File: src/rtl/core/eemi_pkg.sv
// Shared types for the extended Euclid modular inverse core.
package eemi_pkg;

  typedef enum logic [2:0] {
    ST_IDLE,
    ST_ALIGN,
    ST_SUB,
    ST_SWAP,
    ST_NORM_WRAP,
    ST_NORM_SIGN,
    ST_DONE
  } eemi_state_t;

  // Controller to datapath
  typedef struct packed {
    logic load_start;  // take a new word, start the reduction a mod m
    logic align_step;  // shift divisor and coefficient left one place
    logic sub_step;    // conditional subtract, then shift right one place
    logic swap_init;   // end of reduction: set up r/s pairs
    logic swap_iter;   // end of a Euclid step: rotate r/s pairs and signs
    logic norm_wrap;   // bring s0 below m
    logic norm_sign;   // turn a negative coefficient into its residue
    logic load_out;    // copy the result into the output register
  } eemi_cmd_t;

  // Datapath to controller
  typedef struct packed {
    logic mod_zero;    // configured modulus is zero
    logic align_more;  // another left shift still keeps divisor <= dividend
    logic count_zero;  // last subtract position reached
    logic rem_zero;    // remainder just produced is zero
  } eemi_status_t;

endpackage

File: src/rtl/core/eemi_ctrl.sv
// Sequencer for the extended Euclid core: divisions, swaps, final normalization.
module eemi_ctrl
  import eemi_pkg::*;
(
  input  logic         clk,
  input  logic         rst,
  input  logic         in_valid,
  output logic         in_ready,
  output logic         out_valid,
  input  logic         out_ready,
  input  eemi_status_t st,
  output eemi_cmd_t    cmd
);

  eemi_state_t state, state_next;
  logic        reducing, reducing_next;
  logic        out_valid_next;

  always_ff @(posedge clk) begin
    if (rst) begin
      state     <= ST_IDLE;
      reducing  <= 1'b0;
      out_valid <= 1'b0;
    end else begin
      state     <= state_next;
      reducing  <= reducing_next;
      out_valid <= out_valid_next;
    end
  end

  always_comb begin
    state_next     = state;
    reducing_next  = reducing;
    out_valid_next = out_valid & ~out_ready;
    cmd            = '0;
    in_ready       = 1'b0;
    case (state)
      ST_IDLE: begin
        in_ready = 1'b1;
        if (in_valid) begin
          cmd.load_start = 1'b1;
          reducing_next  = 1'b1;
          state_next     = st.mod_zero ? ST_DONE : ST_ALIGN;
        end
      end
      ST_ALIGN: begin
        if (st.align_more) begin
          cmd.align_step = 1'b1;
        end else begin
          state_next = ST_SUB;
        end
      end
      ST_SUB: begin
        cmd.sub_step = 1'b1;
        if (st.count_zero) begin
          state_next = ST_SWAP;
        end
      end
      ST_SWAP: begin
        if (reducing) begin
          cmd.swap_init = 1'b1;
        end else begin
          cmd.swap_iter = 1'b1;
        end
        reducing_next = 1'b0;
        state_next    = st.rem_zero ? ST_NORM_WRAP : ST_ALIGN;
      end
      ST_NORM_WRAP: begin
        cmd.norm_wrap = 1'b1;
        state_next    = ST_NORM_SIGN;
      end
      ST_NORM_SIGN: begin
        cmd.norm_sign = 1'b1;
        state_next    = ST_DONE;
      end
      ST_DONE: begin
        if (!out_valid || out_ready) begin
          cmd.load_out   = 1'b1;
          out_valid_next = 1'b1;
          state_next     = ST_IDLE;
        end
      end
      default: begin
        state_next = ST_IDLE;
      end
    endcase
  end

endmodule

File: src/rtl/core/eemi_dp.sv
// Datapath: modulus register, remainder/coefficient pairs, shift-subtract divider.
module eemi_dp
  import eemi_pkg::*;
#(
  parameter int WIDTH = 32
) (
  input  logic             clk,
  input  logic             rst,
  input  eemi_cmd_t        cmd,
  output eemi_status_t     st,
  input  logic [WIDTH-1:0] value,
  input  logic             cfg_we,
  input  logic [WIDTH-1:0] cfg_data,
  output logic [WIDTH-1:0] inverse,
  output logic [WIDTH-1:0] divisor,
  output logic             exists
);

  localparam int KW = $clog2(WIDTH);

  logic [WIDTH-1:0] modulus;
  logic [WIDTH-1:0] r0, r1, s0, s1;  // remainders and coefficient magnitudes
  logic             n0, n1;          // coefficient signs, 1 = negative
  logic [WIDTH-1:0] d, sd;           // shifted divisor and shifted coefficient
  logic [KW-1:0]    k;               // current shift amount
  logic             mz;              // item taken with modulus zero

  logic             ge;
  logic             done_one;

  assign ge       = (r0 >= d);
  assign done_one = (r0 == {{(WIDTH-1){1'b0}}, 1'b1}) & ~mz;

  assign st.mod_zero   = (modulus == '0);
  assign st.align_more = ~d[WIDTH-1] & ({d, 1'b0} <= {1'b0, r0});
  assign st.count_zero = (k == '0);
  assign st.rem_zero   = (r0 == '0);

  always_ff @(posedge clk) begin
    if (rst) begin
      modulus <= WIDTH'(191);
    end else if (cfg_we) begin
      modulus <= cfg_data;
    end
  end

  always_ff @(posedge clk) begin
    if (cmd.load_start) begin
      // first pass reduces a mod m with no coefficient tracking
      r0 <= value;
      r1 <= modulus;
      s0 <= '0;
      s1 <= '0;
      d  <= modulus;
      sd <= '0;
      k  <= '0;
      mz <= (modulus == '0);
    end
    if (cmd.align_step) begin
      d  <= {d[WIDTH-2:0], 1'b0};
      sd <= {sd[WIDTH-2:0], 1'b0};
      k  <= k + KW'(1);
    end
    if (cmd.sub_step) begin
      if (ge) begin
        r0 <= r0 - d;
        s0 <= s0 + sd;
      end
      d  <= {1'b0, d[WIDTH-1:1]};
      sd <= {1'b0, sd[WIDTH-1:1]};
      if (k != '0) begin
        k <= k - KW'(1);
      end
    end
    if (cmd.swap_init) begin
      r0 <= r1;
      r1 <= r0;
      s0 <= '0;
      s1 <= {{(WIDTH-1){1'b0}}, 1'b1};
      n0 <= 1'b0;
      n1 <= 1'b0;
      d  <= r0;
      sd <= {{(WIDTH-1){1'b0}}, 1'b1};
      k  <= '0;
    end
    if (cmd.swap_iter) begin
      r0 <= r1;
      r1 <= r0;
      s0 <= s1;
      s1 <= s0;
      n0 <= n1;
      n1 <= ~n1;
      d  <= r0;
      sd <= s0;
      k  <= '0;
    end
    if (cmd.norm_wrap) begin
      if (s0 >= modulus) begin
        s0 <= s0 - modulus;
      end
    end
    if (cmd.norm_sign) begin
      if (n0 && (s0 != '0)) begin
        s0 <= modulus - s0;
      end
    end
    if (cmd.load_out) begin
      divisor <= r0;
      exists  <= done_one;
      inverse <= done_one ? s0 : '0;
    end
  end

endmodule

File: src/rtl/core/extended_euclid_modular_inverse_core.sv
// Top level of the extended Euclid modular inverse core.
//
// Usage: each word on the s_axis channel carries a value a. The core returns
// one word on the m_axis channel with gcd(a, m), a flag set when the gcd is
// one, and a^-1 mod m in 0..m-1 (zero when no inverse exists). The modulus m
// is written through cfg_valid/cfg_data; cfg_ready is always high. Write it
// only while the core is idle.
// Flow: one word is computed at a time. Each Euclid step is a division: the
// divisor is shifted left while it stays at or below the dividend, then one
// conditional subtract and right shift runs per quotient bit, then a swap.
// After the last step come two normalize steps (wrap, sign) and the output
// load. A modulus of zero skips straight from the start to the output load.
// Reset: the modulus returns to 191, the sequencer goes idle, no word is
// pending on the output.
// Stall: the result sits in an output register; a new input word is taken
// while it waits, and the finished next result holds until the first leaves.
module extended_euclid_modular_inverse_core
  import eemi_pkg::*;
#(
  parameter int WIDTH = 32
) (
  input  logic                            clk,
  input  logic                            rst,
  // tdata: value
  input  logic [((WIDTH+7)/8)*8-1:0]      s_axis_tdata,
  input  logic                            s_axis_tvalid,
  output logic                            s_axis_tready,
  // tdata: inverse, divisor
  output logic [((2*WIDTH+7)/8)*8-1:0]    m_axis_tdata,
  // tuser: exists
  output logic [0:0]                      m_axis_tuser,
  output logic                            m_axis_tvalid,
  input  logic                            m_axis_tready,
  input  logic                            cfg_valid,
  output logic                            cfg_ready,
  input  logic [WIDTH-1:0]                cfg_data
);

  localparam int OUT_TW = ((2*WIDTH+7)/8)*8;

  eemi_cmd_t        cmd;
  eemi_status_t     st;
  logic [WIDTH-1:0] inverse, divisor;
  logic             exists;

  assign cfg_ready = 1'b1;

  eemi_ctrl u_ctrl (
    .clk       (clk),
    .rst       (rst),
    .in_valid  (s_axis_tvalid),
    .in_ready  (s_axis_tready),
    .out_valid (m_axis_tvalid),
    .out_ready (m_axis_tready),
    .st        (st),
    .cmd       (cmd)
  );

  eemi_dp #(
    .WIDTH (WIDTH)
  ) u_dp (
    .clk      (clk),
    .rst      (rst),
    .cmd      (cmd),
    .st       (st),
    .value    (s_axis_tdata[WIDTH-1:0]),
    .cfg_we   (cfg_valid),
    .cfg_data (cfg_data),
    .inverse  (inverse),
    .divisor  (divisor),
    .exists   (exists)
  );

  // pack result fields, low field first, zero fill to whole bytes
  assign m_axis_tdata = OUT_TW'({divisor, inverse});
  assign m_axis_tuser = exists;

endmodule

File: config.mk
export PLATFORM = sky130hd
export DESIGN_NAME = extended_euclid_modular_inverse_core
export DESIGN_NICKNAME = d
export VERILOG_FILES = /design/src/rtl/core/eemi_pkg.sv /design/src/rtl/core/eemi_ctrl.sv /design/src/rtl/core/eemi_dp.sv /design/src/rtl/core/extended_euclid_modular_inverse_core.sv
export SDC_FILE = /design/constraint.sdc
export NUM_CORES = 1
export LEC_CHECK = 0
export BUFFER_PORTS_ARGS = -buffer_cell sky130_fd_sc_hd__buf_2
export CAP_MARGIN = 20
export CORE_ASPECT_RATIO = 1.2
export CORE_MARGIN = 3
export CORE_UTILIZATION = 62
export DETAILED_ROUTE_END_ITERATION = 6
export PLACE_DENSITY_LB_ADDON = 0.15
export REMOVE_ABC_BUFFERS = 1
export SLEW_MARGIN = 20
export SYNTH_ARGS = -nofsm -noshare
export SYNTH_HDL_FRONTEND = slang
export SYNTH_HIERARCHICAL = 1
export SYNTH_SLANG_ARGS = --single-unit
File: constraint.sdc
create_clock -name clk -period 6.05 [get_ports clk]
set_clock_uncertainty 0.05 [all_clocks]
set_input_delay 0.605 -clock clk [delete_from_list [all_inputs] [get_ports clk]]
set_output_delay 0.605 -clock clk [all_outputs]
set_load 0.01 [all_outputs]
==> results of run 1 <==
-- routing by layer --
layer	vias up	wire, µm
li1	8920	-
met1	9033	25900
met2	923	29400
met3	149	4880
met4	0	2490
met5	-	0
-- cell type report --
type	count	area (µm²)
clock buffer	50	982
clock inverter	10	151
fill	2667	10200
inverter	169	637
multi-input combinational	1774	11900
sequential	302	8010
tap	450	563
timing repair buffer	157	853
-- cell families after synthesis --
logic type               after synthesis
XOR/XNOR                              55
buffers and inverters                303
AO/OA/AOI/OAI                        789
AND/OR/NAND/NOR                      688
flip-flops                           302
adder cells (fa/ha/maj)              163
multiplexers                          78
other                                  1
-- worst register-to-register path, stage by stage (launching register included) --
cell and delay [ns]:
dfxtp_1 0.45, inv_1 0.07, ha_1 0.31, a21o_1 0.16
a21o_1 0.17, a21o_1 0.16, a21o_1 0.16, a21oi_1 0.14
nor2b_1 0.06, o21ai_0 0.25, nand2_1 0.09, a221o_1 0.29
a21oi_1 0.25, nand2_2 0.11, nor3_2 0.18, and3_1 0.70
buf_4 0.51, a221o_1 0.25
-- worst max-delay path by stage --
stage	start	end	slack, ns	cells after the start
finish	u_dp/r0[18]$_DFF_P_	u_dp/sd[27]$_DFFE_PP_	1.52	17
global route	u_dp/r0[1]$_DFF_P_	u_dp/sd[27]$_DFFE_PP_	1.29	17
CTS	u_dp/r0[1]$_DFF_P_	u_dp/sd[27]$_DFFE_PP_	1.57	17
detailed placement	u_dp/r0[1]$_DFF_P_	u_dp/sd[1]$_DFFE_PP_	1.64	17
global placement	u_dp/r0[18]$_DFF_P_	u_dp/sd[6]$_DFFE_PP_	1.72	17
floorplan	u_dp/r0[1]$_DFF_P_	u_dp/d[0]$_DFFE_PP_	-1.18	15
-- metrics by stage --
step	hold slack (ns)	power [mW]	instance area [µm²]
finish	0.241	13.7	23100
global route	0.257	14.7	23100
CTS	0.222	13.6	23100
detailed placement	0.378	11.4	22000
global placement	0.370	11.2	22000
floorplan	0.368	9.22	20500
-- where the power goes --
group / internal (mW) / switching, mW / leakage (nW)
sequential: 3.06 / 0.870 / 2.75
clock: 1.30 / 0.844 / 0.555
combinational: 2.92 / 4.72 / 6.34
total: 7.28 / 6.44 / 9.65
-- sequential cells by signal, summed over array words and instances, names as in the netlist, 3 cells and up --
| signal | cells |
|---|---|
| u_ctrl/state | 3 |
| u_dp/sd | 32 |
| u_dp/s1 | 32 |
| u_dp/modulus | 32 |
| u_dp/inverse | 32 |
| u_dp/r0 | 32 |
| u_dp/k | 5 |
| u_dp/r1 | 32 |
| u_dp/d | 32 |
| u_dp/divisor | 32 |
| u_dp/s0 | 32 |
-- cells in the mapped netlist, types with 25 or more instances --
cell | instances | area share [%]
a21oi_1 | 228 | 5.4
nor3_1 | 55 | 1.3
clkbuf_1 | 102 | 1.8
nand2b_1 | 25 | 0.74
nand2_1 | 180 | 3.2
o211ai_1 | 28 | 1.0
a21o_1 | 79 | 2.8
a221oi_1 | 27 | 1.1
edfxtp_1 | 196 | 28
o21ai_0 | 195 | 4.6
dfxtp_1 | 106 | 10
ha_1 | 159 | 9.4
inv_1 | 169 | 3.0
nor4_1 | 31 | 0.92
nand3_1 | 29 | 0.69
mux2i_1 | 76 | 3.6
nand4_1 | 34 | 1.0
a221o_1 | 47 | 2.2
nor2_1 | 172 | 3.1
and2_1 | 70 | 2.1
xnor2_1 | 33 | 1.4
==> results.md, run 1 <==
- Outcome: finished, violations left
- Crit-path most repeated cell: a21o_1
- Max Slew Vio Count: 0
- Synth Area in XOR/XNOR: 2.28%
- Routed vias: 19.0k
- First-pass GRT wire length: 98700 µm
- Fraction of layout cells with a size suffix above 1: roughly a tenth
- Seq/Total Area, Yosys: between 30% and 40%
- CP required: 6.38 ns
- Mux contribution to synthesized area: 3.71%
- Synthesis-to-layout area growth: 9.49%
- Antenna Cells: 0
- Violated checks: DRC
- Worst R2R Path Depth: 17
- Post-synth EDFFs: 196
- Placed cell count: 2851
- Maxcap violations: 0
- GRT overflow: 0
- Final core occ: a little over two thirds
- TritonCTS clock tree: done
- Met3 Use GR: 3.89%
- Cts repair resizes: 0
- Die W: 174 µm
- GRT busiest layer: met2
- Count of buffers from port buffering: 135
- Synth Instances: 2379
- Post-CTS Setup Bufs: 0
- P_leak: 9.65 nW
- Nets: 2670
- Drt pass-1 iters: 7
- M1 GR Usage: 45.8%
- Pin count of the biggest net entering global routing: 72
- Clk sinks: 302
- Post-Route WL: approximately 63000 µm
- Sum of buffers and inverters on the critical path: 2
- Vias/cell: 6.53
- Syn avg cell area: 8.88 µm²
- DRC violations left: 5
- RR Endpoint: u_dp/sd[27]$_DFFE_PP_
- Routing usage on met2: between 50% and 60%
- Worst slack at placement: 1.64 ns
- Setup crit end kind: flip-flop
- Io pins: roughly 140
- DRT iter0 DRCs: 1927
- Hold Crit Start: cfg_data[1]
- Worst EP arrival: 4.85 ns
- Post-synthesis adder-cell area fraction: 9.80%
- Gr usage total: between 30% and 40%
- Non-Filler Instances: 2912
- WS Path Type: reg -> reg
- Simple-gate portion of the synthesized area: roughly 16%
- Final setup viols: 0
- Relative slew margins: 32.1%
- Compound-Gate Fraction of Synth Area: 24.5%
- R2r startpoint: u_dp/r0[18]$_DFF_P_
- Largest family of logic cells by synthesized area: compound AO/OA/AOI/OAI gates
- Synth Flop Type: edfxtp_1
- PwrDens: about 590 mW/mm²
- # rows: 73
- Hold_buf cts: 0
- DP HPWL: approximately 46000 µm
- Synth unique cells: 90
- Ys Warns: 6
- Cts bufs inserted: 34
- Syn Std Cell Area: roughly 0.021 mm²
- Worst-path fanout max: 31
- Synth async-reset ratio: 0%
- Worst ir drop on vdd: 0.000272 V
- Most frequent cells in the layout: a21oi_1 (228), edfxtp_1 (196), o21ai_0 (195), nand2_1 (180), nor2_1 (170)
- Wire per inst: 21.5 µm
- Total negative slack: 0 ns
- Starting Density: a little under two thirds
- Critical path launch point type: flip-flop
- Crit path max-delay family: compound AO/OA/AOI/OAI gates
- Root Driver: clkbuf_16
- Min-delay worst type: in -> reg
- Tcrit/Tclk final: 74.8%
- H-tree levels: 2
- Clk Latency, worst-skew pair: roughly 0.54 ns
- Core area: around 0.033 mm²
- Unrepaired setup endpoints after global routing: no
- Reg clk slew, reported paths: approximately 0.06 ns
- Final worst-path setup slack: ~1.5 ns
- Measured slew at the worst slew-check pin: 1.01 ns
- Hold Path End: u_dp/modulus[1]$_SDFFE_PP1P_
- WHS Path Cells: 3
- Max stage delay cell, worst path: and3_1
- Die ar.: 0.0363 mm²
- Biggest cell delay along the critical path: roughly 0.70 ns
- Final Hold Fails: 0
- Crit-path cells: inv_1 -> ha_1 -> a21o_1 -> a21o_1 -> a21o_1 -> a21o_1 -> a21oi_1 -> nor2b_1 -> o21ai_0 -> nand2_1 -> a221o_1 -> a21oi_1 -> nand2_2 -> nor3_2 -> and3_1 -> buf_4 -> a221o_1
- Vias in the first global route: 18.3k
- Period minus WS final: 4.53 ns
- Die Y: between 200 and 250 µm
- Synth Register Bits: 302
- Setup slack, reg-to-reg: ~1.5 ns
- Clk buf depth: 3
- Fmax: 221 MHz
- Antenna viol nets, final: 0
- RD Place Congestion: 0.971
- Initial antenna violation count: 0
- Most common cell after layout, fill and taps aside: a21oi_1
Power figures use the tool's default switching activity.
==> run 2, diff against run 1 <==
CORE_UTILIZATION = 56   (was 62)
clock period = 3.8 ns   (was 6.05 ns; I/O delays follow)
==> run 2 against run 1 <==
  * The flow finishes with violations (setup timing)
  * Die area is 10% higher
  * Clock power grew 61%
  * Via count up 3.3%
  * Cell area increased by 7.4%
  * Setup slack worse by 1.6 ns
  * Wire length rose by 8.2%
  * Sequential power grew 50%
  * Core utilization down 2.2 points
  * Register-to-register slack lost 1.6 ns
  * Worst hold slack got worse by 0.23 ns
  * Critical path depth rose by 2
  * Global-route usage decreased by 1.5 points
  * Critical path type unchanged
  * Largest cell class unchanged
==> results.md, run 2 (synthesized netlist as in run 1, its figures left out) <==
- Post-Route WL: 67800 µm
- CP required: 4.12 ns
- Synthesis-to-layout area growth: 17.6%
- GRT busiest layer: met2
- Clk Latency, worst-skew pair: 0.55 ns
- Routing usage on met2: 53.5%
- Die ar.: 0.0401 mm²
- Placed cell area: 0.0232 mm²
- Placed cell count: 3013
- Drt pass-1 iters: 7
- Clk buf depth: 3
- Most frequent cells in the layout: a21oi_1 (225), edfxtp_1 (196), o21ai_0 (180), nand2_1 (175), nor2_1 (170)
- # rows: 77
- TritonCTS clock tree: done
- Combinational power share: 60.7%
- Fraction of layout cells with a size suffix above 1: 16.8%
- GRT overflow: 0
- Crit-path cells: ha_1 -> nor2b_4 -> o21a_1 -> o21a_1 -> o21ai_2 -> a221o_1 -> a31oi_2 -> nor3_2 -> nand2_1 -> a221o_1 -> a21oi_2 -> nand2_2 -> nor3_4 -> buf_12 -> buf_12 -> and3_4 -> buf_12 -> nand2_1 -> o211ai_1
- Vias/cell: 6.35
- Core area: ~0.037 mm²
- Outcome: finished, violations left
- Fmax: 257 MHz
- Max stage delay cell, worst path: edfxtp_1
- Crit-path most repeated cell: buf_12
- Flop pwr share: 24.8%
- Wire per inst: 21.9 µm
- Sum of buffers and inverters on the critical path: 3
- Final worst-path setup slack: -0.0848 ns
- Final Cell Area: 0.0248 mm²
- DRT iter0 DRCs: 1524
- Unrepaired setup endpoints after global routing: yes
- Root Driver: clkbuf_16
- M1 GR Usage: 42.6%
- Final Hold Fails: 0
- Crit path max-delay family: compound AO/OA/AOI/OAI gates
- Die Y: 219 µm
- Total negative slack: -4.93 ns
- Count of buffers from port buffering: 135
- DP HPWL: 49000 µm
- Clk sinks: 302
- Max Slew Vio Count: 0
- Reg clk slew, reported paths: 0.06 ns
- PwrDens: 957 mW/mm²
- Tcrit/Tclk final: 102%
- Met3 Use GR: 2.96%
- Io pins: 137
- H-tree levels: 2
- Final core occ: 67.1%
- RD Place Congestion: between 0.9 and 1
- Gr usage total: 31.8%
- Routed vias: 19.7k
- Measured slew at the worst slew-check pin: roughly 1.0 ns
- Worst ir drop on vdd: 0.000567 V
- Worst-path fanout max: 8
- Non-Filler Instances: between 3k and 4k
- P_leak: 10.6 nW
- First-pass GRT wire length: 102000 µm
- Violated checks: setup timing
- Power share of the clock group: 14.5%
- Starting Density: 57.1%
- Antenna Cells: 0
- Internal power: 12.8 mW
- Period minus WS final: 3.88 ns
- Cts bufs inserted: 35
- Critical path launch point type: flip-flop
- Setup crit end kind: flip-flop
- Worst EP arrival: 4.21 ns
- Antenna viol nets, final: 0
- Relative slew margins: 31.2%
- Min-delay worst type: in -> reg
- Vias in the first global route: around 19k
- Initial antenna violation count: 0
- Die W: 183 µm
- Biggest cell delay along the critical path: 0.40 ns
- DRC violations left: 0
- Switch share: 46.0%
- Final setup viols: 115
- Pin count of the biggest net entering global routing: 98
- Sw Pwr: approximately 11 mW
- Maxcap violations: 0
- WS Path Type: reg -> reg
- Most common cell after layout, fill and taps aside: a21oi_1
- Nets: 2828
[run 2: timing repair]
item	CTS	global route
endpoints found under the setup margin	6	144
pin swaps	0	21
setup buffers	1	8
gates cloned	0	10
endpoints found under the hold margin	1	0
hold buffers	1	0
resized for setup	2	52
[run 2: metal layers]
metal / wire [µm] / vias up
met5: 0 / -
met4: 2880 / 0
met3: 4080 / 169
met2: 32700 / 780
met1: 28100 / 9471
li1: - / 9242
[run 2: tightest hold or removal path, stage by stage]
cell	delay, ns
buf_2	0.08
nand2_1	0.05
o211ai_1	0.06
[run 2: final timing paths]
| check | from | to | slack (ns) | cells past startpoint |
|---|---|---|---|---|
| max | u_dp/d[0]$_DFFE_PP_ | u_dp/d[30]$_DFFE_PP_ | -0.08 | 19 |
| min | cfg_data[4] | u_dp/modulus[4]$_SDFFE_PP1P_ | 0.01 | 3 |
| max reg2reg | u_dp/d[0]$_DFFE_PP_ | u_dp/d[30]$_DFFE_PP_ | -0.08 | 19 |
| min reg2reg | u_dp/r1[28]$_DFFE_PP_ | u_dp/r0[28]$_DFF_P_ | 0.39 | 2 |
[run 2: per-stage QoR]
| stage | setup WS (ns) | hold WS (ns) | power, mW |
|---|---|---|---|
| floorplan | -3.43 | 0.368 | 14.7 |
| global placement | 0.0779 | 0.373 | 19.0 |
| detailed placement | 0.000901 | 0.378 | 19.3 |
| CTS | -0.00556 | 0.00473 | 22.8 |
| global route | -0.241 | 0.0206 | 25.4 |
| finish | -0.0848 | 0.0132 | 23.8 |
[run 2: final cells by class]
type                    instances  area, µm²
inverters                     169        637
flip-flops and latches        302       8010
clock inverters                19        165
multi-input cells            1774      12100
clock buffers                  45       1010
repair buffers                314       2360
well taps                     474        593
fillers                      3133      12200
[run 2: power by group through the flow]
stage	sequential [mW]	combinational, mW	clock, mW
final	5.89	14.4	3.44
after global routing	5.99	15.8	3.60
after detailed placement	5.90	13.4	0
after CTS	5.83	13.5	3.47
after global placement	5.88	13.2	0
after floorplan	5.69	8.99	0
